**config.mk**
```make
export PLATFORM = sky130hd
export DESIGN_NAME = rounded_rect_fill_blend
export DESIGN_NICKNAME = d
export VERILOG_FILES = /design/src/design/rrfb_pkg.sv /design/src/design/rrfb_ctl.sv /design/src/design/rrfb_geom.sv /design/src/design/rrfb_sqrt.sv /design/src/design/rrfb_blend.sv /design/src/design/rounded_rect_fill_blend.sv
export SDC_FILE = /design/constraint.sdc
export NUM_CORES = 2
export LEC_CHECK = 0
export CAP_MARGIN = 20
export CORE_UTILIZATION = 50
export DETAILED_ROUTE_END_ITERATION = 8
export DONT_BUFFER_PORTS = 1
export GPL_ROUTABILITY_DRIVEN = 0
export HOLD_SLACK_MARGIN = 0.06
export PLACE_DENSITY_LB_ADDON = 0.12
export SKIP_LAST_GASP = 1
export SLEW_MARGIN = 25
export SYNTH_ARGS = -nofsm -noshare
export SYNTH_HDL_FRONTEND = slang
export SYNTH_HIERARCHICAL = 1
export SYNTH_SLANG_ARGS = --single-unit
```
**constraint.sdc**
```tcl
create_clock -name clk -period 12.2 [get_ports clk]
set_input_delay 1.83 -clock clk [delete_from_list [all_inputs] [get_ports clk]]
set_output_delay 1.83 -clock clk [all_outputs]
set_load 0.05 [all_outputs]
```
**src/design/rrfb_pkg.sv**
```systemverilog
`default_nettype none
package rrfb_pkg;

  // Pipeline layout: geometry setup, square-root digits, span test and blend.
  localparam int GEOM_STAGES  = 4;
  localparam int SQRT_STAGES  = 6;
  localparam int BLEND_STAGES = 2;
  localparam int STAGES       = GEOM_STAGES + SQRT_STAGES + BLEND_STAGES;

  localparam int POS_W      = 15;
  localparam int ROOT_W     = 12;
  localparam int RAD_W      = 2 * ROOT_W;
  localparam int CFG_DATA_W = 24;

  typedef logic signed [POS_W-1:0] pos_t;

  typedef struct packed {
    logic [11:0] pixel_x;
    logic [11:0] pixel_y;
    logic [7:0]  dest_red;
    logic [7:0]  dest_green;
    logic [7:0]  dest_blue;
  } pixel_t;

  typedef struct packed {
    logic       covered;
    logic [7:0] out_red;
    logic [7:0] out_green;
    logic [7:0] out_blue;
  } result_t;

  typedef enum logic [2:0] {
    REG_LEFT   = 3'd0,
    REG_TOP    = 3'd1,
    REG_WIDTH  = 3'd2,
    REG_HEIGHT = 3'd3,
    REG_RADIUS = 3'd4,
    REG_COLOR  = 3'd5,
    REG_ALPHA  = 3'd6
  } reg_index_t;

  // Register view shared by the stages; radius is already limited to half
  // of the smaller side.
  typedef struct packed {
    logic signed [12:0] left;
    logic signed [12:0] top;
    logic [12:0]        width;
    logic [12:0]        height;
    logic [11:0]        radius;
    logic [23:0]        fill;
    logic [8:0]         alpha;
  } cfg_t;

  // What an item carries alongside the square root.
  typedef struct packed {
    pos_t        rx;
    logic [23:0] dest;
    logic        in_rect;
    logic        corner;
  } side_t;

endpackage
`default_nettype wire

```
**src/design/rrfb_ctl.sv**
```systemverilog
`default_nettype none
module rrfb_ctl (
  input  wire logic                       clk,
  input  wire logic                       rst,
  input  wire logic                       in_valid,
  input  wire logic                       out_stall,
  output logic                            in_stall,
  output logic [rrfb_pkg::STAGES-1:0]     en,
  output logic [rrfb_pkg::STAGES-1:0]     valid
);
  import rrfb_pkg::*;

  // A stage may load when it is empty or everything after it can move.
  for (genvar k = 0; k < STAGES; k++) begin : g_en
    assign en[k] = !out_stall || !(&valid[STAGES-1:k]);
  end

  assign in_stall = !en[0];

  always_ff @(posedge clk) begin
    if (rst) begin
      valid <= '0;
    end else begin
      valid <= (valid & ~en) | ({valid[STAGES-2:0], in_valid} & en);
    end
  end

endmodule
`default_nettype wire

```
**src/design/rrfb_geom.sv**
```systemverilog
`default_nettype none
module rrfb_geom #(
  parameter int SCREEN_WIDTH  = 4096,
  parameter int SCREEN_HEIGHT = 4096
) (
  input  wire logic                            clk,
  input  wire logic [rrfb_pkg::GEOM_STAGES-1:0] en,
  input  wire rrfb_pkg::cfg_t                  cfg,
  input  wire rrfb_pkg::pixel_t                pix,
  output rrfb_pkg::side_t                      side,
  output logic [rrfb_pkg::RAD_W-1:0]           radicand
);
  import rrfb_pkg::*;

  pos_t        rx0_c, ry0_c, rx0, ry0;
  logic        ok0_c, ok0;
  logic [23:0] dest0;

  pos_t        w_s, h_s, r_s, d_top, d_bot;
  logic        inside1_c, top1, bot1;
  side_t       side1_c, side1, side2;
  logic [11:0] d1_c, d1;

  logic [RAD_W-1:0] rr2, dd2;

  // Stage 0: position relative to the rectangle corner and cheap rejects.
  always_comb begin
    rx0_c = pos_t'({3'b000, pix.pixel_x}) - pos_t'({{2{cfg.left[12]}}, cfg.left});
    ry0_c = pos_t'({3'b000, pix.pixel_y}) - pos_t'({{2{cfg.top[12]}}, cfg.top});
    ok0_c = (cfg.width != '0) && (cfg.height != '0) && (cfg.alpha != '0) &&
            (int'(pix.pixel_x) < SCREEN_WIDTH) && (int'(pix.pixel_y) < SCREEN_HEIGHT);
  end

  always_ff @(posedge clk) begin
    if (en[0]) begin
      rx0   <= rx0_c;
      ry0   <= ry0_c;
      ok0   <= ok0_c;
      dest0 <= {pix.dest_red, pix.dest_green, pix.dest_blue};
    end
  end

  // Stage 1: bounding box test and distance from the corner center row.
  always_comb begin
    w_s       = pos_t'({2'b00, cfg.width});
    h_s       = pos_t'({2'b00, cfg.height});
    r_s       = pos_t'({3'b000, cfg.radius});
    inside1_c = ok0 && (rx0 >= 15'sd0) && (rx0 < w_s) && (ry0 >= 15'sd0) && (ry0 < h_s);
    top1      = ry0 < r_s;
    bot1      = ry0 >= (h_s - r_s);
    d_top     = r_s - ry0;
    d_bot     = r_s - (h_s - 15'sd1 - ry0);
    d1_c      = top1 ? d_top[11:0] : d_bot[11:0];
    side1_c.rx      = rx0;
    side1_c.dest    = dest0;
    side1_c.in_rect = inside1_c;
    side1_c.corner  = inside1_c && (cfg.radius != '0) && (top1 || bot1);
  end

  always_ff @(posedge clk) begin
    if (en[1]) begin
      side1 <= side1_c;
      d1    <= d1_c;
    end
  end

  // Stage 2: squares of radius and row distance.
  always_ff @(posedge clk) begin
    if (en[2]) begin
      side2 <= side1;
      rr2   <= RAD_W'(cfg.radius) * RAD_W'(cfg.radius);
      dd2   <= RAD_W'(d1) * RAD_W'(d1);
    end
  end

  // Stage 3: radicand of the half span.
  always_ff @(posedge clk) begin
    if (en[3]) begin
      side     <= side2;
      radicand <= rr2 - dd2;
    end
  end

endmodule
`default_nettype wire

```
**src/design/rrfb_sqrt.sv**
```systemverilog
`default_nettype none
module rrfb_sqrt (
  input  wire logic                             clk,
  input  wire logic [rrfb_pkg::SQRT_STAGES-1:0] en,
  input  wire rrfb_pkg::side_t                  side_in,
  input  wire logic [rrfb_pkg::RAD_W-1:0]       radicand,
  output rrfb_pkg::side_t                       side_out,
  output logic [rrfb_pkg::ROOT_W-1:0]           root
);
  import rrfb_pkg::*;

  typedef struct packed {
    logic [RAD_W-1:0]  rem;
    logic [ROOT_W-1:0] q;
  } sq_t;

  // One restoring digit: try setting root bit i against the remainder.
  function automatic sq_t sq_step(sq_t cur, int i);
    logic [RAD_W:0] trial;
    sq_t            nxt;
    trial = ((RAD_W+1)'(cur.q) << (i + 1)) + ((RAD_W+1)'(1) << (2 * i));
    nxt   = cur;
    if ({1'b0, cur.rem} >= trial) begin
      nxt.rem = cur.rem - trial[RAD_W-1:0];
      nxt.q   = cur.q | (ROOT_W'(1) << i);
    end
    return nxt;
  endfunction

  sq_t   sq     [SQRT_STAGES+1];
  side_t side_s [SQRT_STAGES+1];

  assign sq[0]     = '{rem: radicand, q: '0};
  assign side_s[0] = side_in;

  for (genvar j = 0; j < SQRT_STAGES; j++) begin : g_stage
    sq_t   lo_c, hi_c, sq_r;
    side_t side_r;

    always_comb begin
      hi_c = sq_step(sq[j], ROOT_W - 1 - 2 * j);
      lo_c = sq_step(hi_c, ROOT_W - 2 - 2 * j);
    end

    always_ff @(posedge clk) begin
      if (en[j]) begin
        sq_r   <= lo_c;
        side_r <= side_s[j];
      end
    end

    assign sq[j+1]     = sq_r;
    assign side_s[j+1] = side_r;
  end

  assign root     = sq[SQRT_STAGES].q;
  assign side_out = side_s[SQRT_STAGES];

endmodule
`default_nettype wire

```
**src/design/rrfb_blend.sv**
```systemverilog
`default_nettype none
module rrfb_blend (
  input  wire logic                              clk,
  input  wire logic [rrfb_pkg::BLEND_STAGES-1:0] en,
  input  wire rrfb_pkg::cfg_t                    cfg,
  input  wire rrfb_pkg::side_t                   side,
  input  wire logic [rrfb_pkg::ROOT_W-1:0]       root,
  output rrfb_pkg::result_t                      res
);
  import rrfb_pkg::*;

  pos_t        r_s, w_s, s_s, span_from, span_to;
  logic        cov_c, cov;
  logic [8:0]  inv_alpha;
  logic [23:0] dest;
  logic [16:0] pd_c [3];
  logic [16:0] pc_c [3];
  logic [16:0] pd   [3];
  logic [16:0] pc   [3];
  logic [16:0] sum  [3];
  logic [23:0] mix;
  logic [23:0] color;

  // Stage A: row span test and the blend products.
  always_comb begin
    r_s       = pos_t'({3'b000, cfg.radius});
    w_s       = pos_t'({2'b00, cfg.width});
    s_s       = pos_t'({3'b000, root});
    span_from = r_s - s_s;
    span_to   = w_s - r_s + s_s;
    cov_c     = side.in_rect &&
                (!side.corner || ((side.rx >= span_from) && (side.rx < span_to)));
    inv_alpha = 9'd256 - cfg.alpha;
    for (int c = 0; c < 3; c++) begin
      pd_c[c] = 17'(side.dest[8*c +: 8]) * 17'(inv_alpha);
      pc_c[c] = 17'(cfg.fill[8*c +: 8]) * 17'(cfg.alpha);
    end
  end

  always_ff @(posedge clk) begin
    if (en[0]) begin
      cov  <= cov_c;
      dest <= side.dest;
      pd   <= pd_c;
      pc   <= pc_c;
    end
  end

  // Stage B: sum, scale and choose the outgoing color.
  always_comb begin
    for (int c = 0; c < 3; c++) begin
      sum[c]         = pd[c] + pc[c];
      mix[8*c +: 8]  = sum[c][15:8];
    end
    if (!cov) begin
      color = dest;
    end else if (cfg.alpha >= 9'd255) begin
      color = cfg.fill;
    end else begin
      color = mix;
    end
  end

  always_ff @(posedge clk) begin
    if (en[1]) begin
      res <= result_t'({cov, color});
    end
  end

endmodule
`default_nettype wire

```
**src/design/rounded_rect_fill_blend.sv**
```systemverilog
// Throughput: one pixel per cycle; the twelve stages each hold one item and
// close up bubbles, so pix_stall rises only when every stage is full and
// res_stall is high. The square root takes six of the stages, two digits each.
// Reset (rst, synchronous) empties the pipeline and sets the registers to zero,
// except alpha_level, which becomes 256.
`default_nettype none
module rounded_rect_fill_blend #(
  parameter int SCREEN_WIDTH  = 4096,
  parameter int SCREEN_HEIGHT = 4096
) (
  input  wire logic                            clk,
  input  wire logic                            rst,
  input  wire logic                            pix_valid,
  output logic                                 pix_stall,
  input  wire rrfb_pkg::pixel_t                pix,
  output logic                                 res_valid,
  input  wire logic                            res_stall,
  output rrfb_pkg::result_t                    res,
  input  wire logic                            cfg_valid,
  output logic                                 cfg_ready,
  input  wire logic [2:0]                      cfg_index,
  input  wire logic [rrfb_pkg::CFG_DATA_W-1:0] cfg_data
);
  import rrfb_pkg::*;

  logic signed [12:0] rect_left, rect_top;
  logic [12:0]        rect_width, rect_height, short_side;
  logic [11:0]        corner_radius, half_side;
  logic [23:0]        fill_color;
  logic [8:0]         alpha_level;
  cfg_t               cfg;

  logic [STAGES-1:0]  stage_en, stage_valid;
  side_t              side_geom, side_root;
  logic [RAD_W-1:0]   radicand;
  logic [ROOT_W-1:0]  root;

  assign cfg_ready = 1'b1;

  always_ff @(posedge clk) begin
    if (rst) begin
      rect_left     <= '0;
      rect_top      <= '0;
      rect_width    <= '0;
      rect_height   <= '0;
      corner_radius <= '0;
      fill_color    <= '0;
      alpha_level   <= 9'd256;
    end else if (cfg_valid && cfg_ready) begin
      case (cfg_index)
        REG_LEFT:   rect_left     <= cfg_data[12:0];
        REG_TOP:    rect_top      <= cfg_data[12:0];
        REG_WIDTH:  rect_width    <= cfg_data[12:0];
        REG_HEIGHT: rect_height   <= cfg_data[12:0];
        REG_RADIUS: corner_radius <= cfg_data[11:0];
        REG_COLOR:  fill_color    <= cfg_data[23:0];
        REG_ALPHA:  alpha_level   <= cfg_data[8:0];
        default:    ;
      endcase
    end
  end

  // The radius never exceeds half of the smaller side.
  always_comb begin
    short_side = (rect_width < rect_height) ? rect_width : rect_height;
    half_side  = short_side[12:1];
    cfg.left   = rect_left;
    cfg.top    = rect_top;
    cfg.width  = rect_width;
    cfg.height = rect_height;
    cfg.radius = (corner_radius < half_side) ? corner_radius : half_side;
    cfg.fill   = fill_color;
    cfg.alpha  = alpha_level;
  end

  rrfb_ctl u_ctl (
    .clk       (clk),
    .rst       (rst),
    .in_valid  (pix_valid),
    .out_stall (res_stall),
    .in_stall  (pix_stall),
    .en        (stage_en),
    .valid     (stage_valid)
  );

  rrfb_geom #(
    .SCREEN_WIDTH  (SCREEN_WIDTH),
    .SCREEN_HEIGHT (SCREEN_HEIGHT)
  ) u_geom (
    .clk      (clk),
    .en       (stage_en[GEOM_STAGES-1:0]),
    .cfg      (cfg),
    .pix      (pix),
    .side     (side_geom),
    .radicand (radicand)
  );

  rrfb_sqrt u_sqrt (
    .clk      (clk),
    .en       (stage_en[GEOM_STAGES +: SQRT_STAGES]),
    .side_in  (side_geom),
    .radicand (radicand),
    .side_out (side_root),
    .root     (root)
  );

  rrfb_blend u_blend (
    .clk  (clk),
    .en   (stage_en[STAGES-1 -: BLEND_STAGES]),
    .cfg  (cfg),
    .side (side_root),
    .root (root),
    .res  (res)
  );

  assign res_valid = stage_valid[STAGES-1];

  // The input is held back only when the whole pipeline is full.
  a_stall_full: assert property (@(posedge clk) disable iff (rst)
    pix_stall |-> (&stage_valid))
    else $error("input stalled with a free pipeline stage");

  a_empty_rect: assert property (@(posedge clk) disable iff (rst)
    res_valid && ((rect_width == '0) || (rect_height == '0) || (alpha_level == '0))
      |-> !res.covered)
    else $error("empty rectangle or zero alpha covered a pixel");

  a_opaque: assert property (@(posedge clk) disable iff (rst)
    res_valid && res.covered && (alpha_level >= 9'd255)
      |-> ({res.out_red, res.out_green, res.out_blue} == fill_color))
    else $error("opaque fill did not write the fill color");

  a_no_stall_flow: assert property (@(posedge clk) disable iff (rst)
    !res_stall && !pix_valid |=> !stage_valid[0])
    else $error("first stage kept an item after the pipeline advanced");

endmodule
`default_nettype wire
```
==> results.ini <==
[drt]
drt_iter0_drc=2590
wire_per_inst_um=19.2
antenna_left=0
top_layer=met5
dr.pass1.iters=5
wl_met1_um=62900
met2WireLength_um=78900
num_vias=43600
route.met3.wl_um=6190
drc=0
viasPerCell=5.48
drt_wl_total_um=153000

[timing]
max-slew-margin-rel_pct=32.8
fin_crit_ns=9.79
fmax_mhz=102
hold_viol=0
worstMarginPinSlew_ns=1.01
postLayoutSetupSlackWorst_ns=2.41
setup_viol=0
fin_skew_ns=0.0505
slew_viol_final=0
rsz0062_at_grt=no
fin_tns_setup_ns=0
fin_crit_sh_pct=80.2

[worst_setup_path]
worst-r2r-setup-slack_ns=2.41
endpoint_kind=register
slowest_stage=a2111oi_2
max_stage_delay_ns=0.63
path_max_fanout=11
r2r_cells=30
r2r-start=rect_height[10]
timing.rr.end=u_geom/rr2[23]
critPathArrivalTime_ns=10.26
cpMostUsedCell=fa_1
worstSetupPathType=register to register
startpoint_type=register
worstPathRequired_ns=12.67

[clock_tree]
cts_tree=done
cts_sinks=918
postCtsSetupRepairBufs=0
h-tree-depth=3
cts_root_buf=clkbuf_16
clk_pin_slew_ns=0.06
cts_resized=0
clk_path_buf_depth=3
postCtsHoldBufs=0
clk_latency_ns=0.75
numCtsBuffers=99

[floorplan]
dieArea_um2=133000
die_w_um=365
initial_core_util_pct=50.6
core-area_um2=130000
dieHeight_um=365
io_pins=108
fp-row-count=132

[logic_synthesis]
syn_inst=6154
synth-async-reset-ratio_pct=0
seq_area_frac_synth_pct=40.2
yosysMostFrequentCell=inv_1
synthFlopType=edfxtp_1
synth_common_cells=inv_1 (830), edfxtp_1 (809), ha_1 (682), nand2_1 (638), fa_1 (421)
yosys.area.top_type=edfxtp_1
ys_ff_latch=918
yosys_warnings=6
synth_top_area_share_pct=36.9
avgSynthCellArea_um2=10.7
syn_nets=7337
ys_types=105
synth_edf_count=809
netlist_area_um2=65900
synthTopCellsByArea=edfxtp_1 (37%), ha_1 (13%), fa_1 (13%)

[pwr]
p_leak_uw=0.0318
pwr-share-seq_pct=24.1
p_int_uw=12100
switching_share_pct=43.6
p_sw_uw=9390
cellPowerDensity_nw_per_um2=302
peakVddDrop_mv=2.77
combPwrFrac_pct=61.6
p_clk_share_pct=14.3

[grt]
grt_overflow=0
grt_pass1_vias=45200
grt_usage_pct=23.6
antenna_found_initial=2
grt_pass1_wl_um=245000
grt_max_degree=111

[layout]
area_growth_syn_to_layout_pct=8.17
design_area_um2=71200
drive_gt1_share_pct=4.96
fillers=11500
final_nets=7322

[hold_path]
worst_hold_path.num_cells=0
min_to=u_sqrt/side_out[2]
hold_class=register to register
min_from=u_sqrt/g_stage[4].side_r[2]

[placed_design]
dp_hpwl_um=116000
dpl_cell_area_um2=67800
dp_slack_ns=2.50
io_buffers=0

[run]
max-cap-violations=0

[run_status]
outcome=completed

## power by group through the flow
stage	Sequential (uW)	Clock, uW	Combinational, uW
after global placement	5250	0	13300
final	5190	3080	13200
after floorplan	4960	0	10200
after detailed placement	5260	0	13400
after CTS	5200	3160	13500
after global routing	5260	3280	15000
## how the worst max path moves through the flow
stage                     from              to  cells after the start
5_1_grt        rect_height[10]  u_geom/rr2[23]                     31
6_report       rect_height[10]  u_geom/rr2[23]                     30
2_1_floorplan  rect_height[10]  u_geom/rr2[23]                     32
4_1_cts        rect_height[10]  u_geom/rr2[23]                     31
3_5_place_dp   rect_height[10]  u_geom/rr2[23]                     31
3_3_place_gp   rect_height[10]  u_geom/rr2[23]                     30
## per-layer routing
metal / vias to the layer above / track usage (%)
li1: 21000 / -
met1: 21500 / 28.5
met2: 905 / 42.9
met3: 269 / 2.91
met4: 2 / 8.68
met5: - / 0
## critical path, delay by kind of cell (launching register included)
| kind | cells | cell delay (ns) |
|---|---|---|
| buf+inv | 5 | 0.83 |
| mux | 2 | 0.48 |
| simple gates | 4 | 1.04 |
| xor+xnor | 1 | 0.12 |
| fa+ha+maj | 8 | 3.45 |
| flops | 1 | 0.50 |
| compound gates | 10 | 3.12 |
## placed cells by master, fill, tap and decap left out, types with 88 or more instances in the layout
master       n
clkbuf_16  101
inv_1      829
nand3_1     89
fa_1       421
a21o_1      88
xor2_1      99
ha_1       682
a21oi_1    358
edfxtp_1   809
dfxtp_1    108
o21ai_0    144
xnor2_1    239
nor2_1     297
nand2_1    636
and2_1     288
## layout make-up
cell class                      instances  area, um^2  share of cell area (%)
Inverter                              842        3160                    4.44
Sequential cell                       918       26500                    37.2
Antenna cell                            2        5.00                 0.00703
Multi-Input combinational cell       4231       35700                    50.1
Tap cell                             1742        2180                    3.06
Clock buffer                          117        2620                    3.67
Timing Repair Buffer                   47         353                   0.495
Clock inverter                         70         778                    1.09
## registers in the layout (all words and copies together), names as in the netlist, 23 cells and up
name,cells
u_sqrt/g_stage.side_r,205
u_sqrt/g_stage.sq_r,150
u_blend/pc,48
u_blend/pd,48
u_sqrt/side_out,41
u_geom/side1,40
u_geom/side2,40
u_geom/side,40
u_blend/res,25
fill_color,24
u_blend/dest,24
u_geom/dest0,24
u_geom/radicand,24
u_geom/dd2,23
u_geom/rr2,23
## kinds of logic (layout without fill, tap and decap cells)
kind of cell	count (synthesis)	count (layout)	synth area share, %
and+or+nand+nor	1756	1756	13.1
xor gates and xnor gates	343	343	4.59
adders and majority gates	1103	1103	25.8
AOI/OAI and AO/OA	974	974	9.66
other	1	3	0.00569
muxes	54	54	0.864
DFF	918	918	40.2
buffers and inverters	1005	1076	5.82
## through the flow
step	total power (uW)	util, %	hold WS (ns)	std cells
finish	21500	54.7	0.404	7969
global route	23600	54.7	0.413	7967
CTS	21800	54.7	0.391	7967
detailed placement	18600	52.1	0.405	7780
global placement	18500	52.1	0.400	7780
floorplan	15200	-	0.400	6154
(Power assumes the default switching activity.)
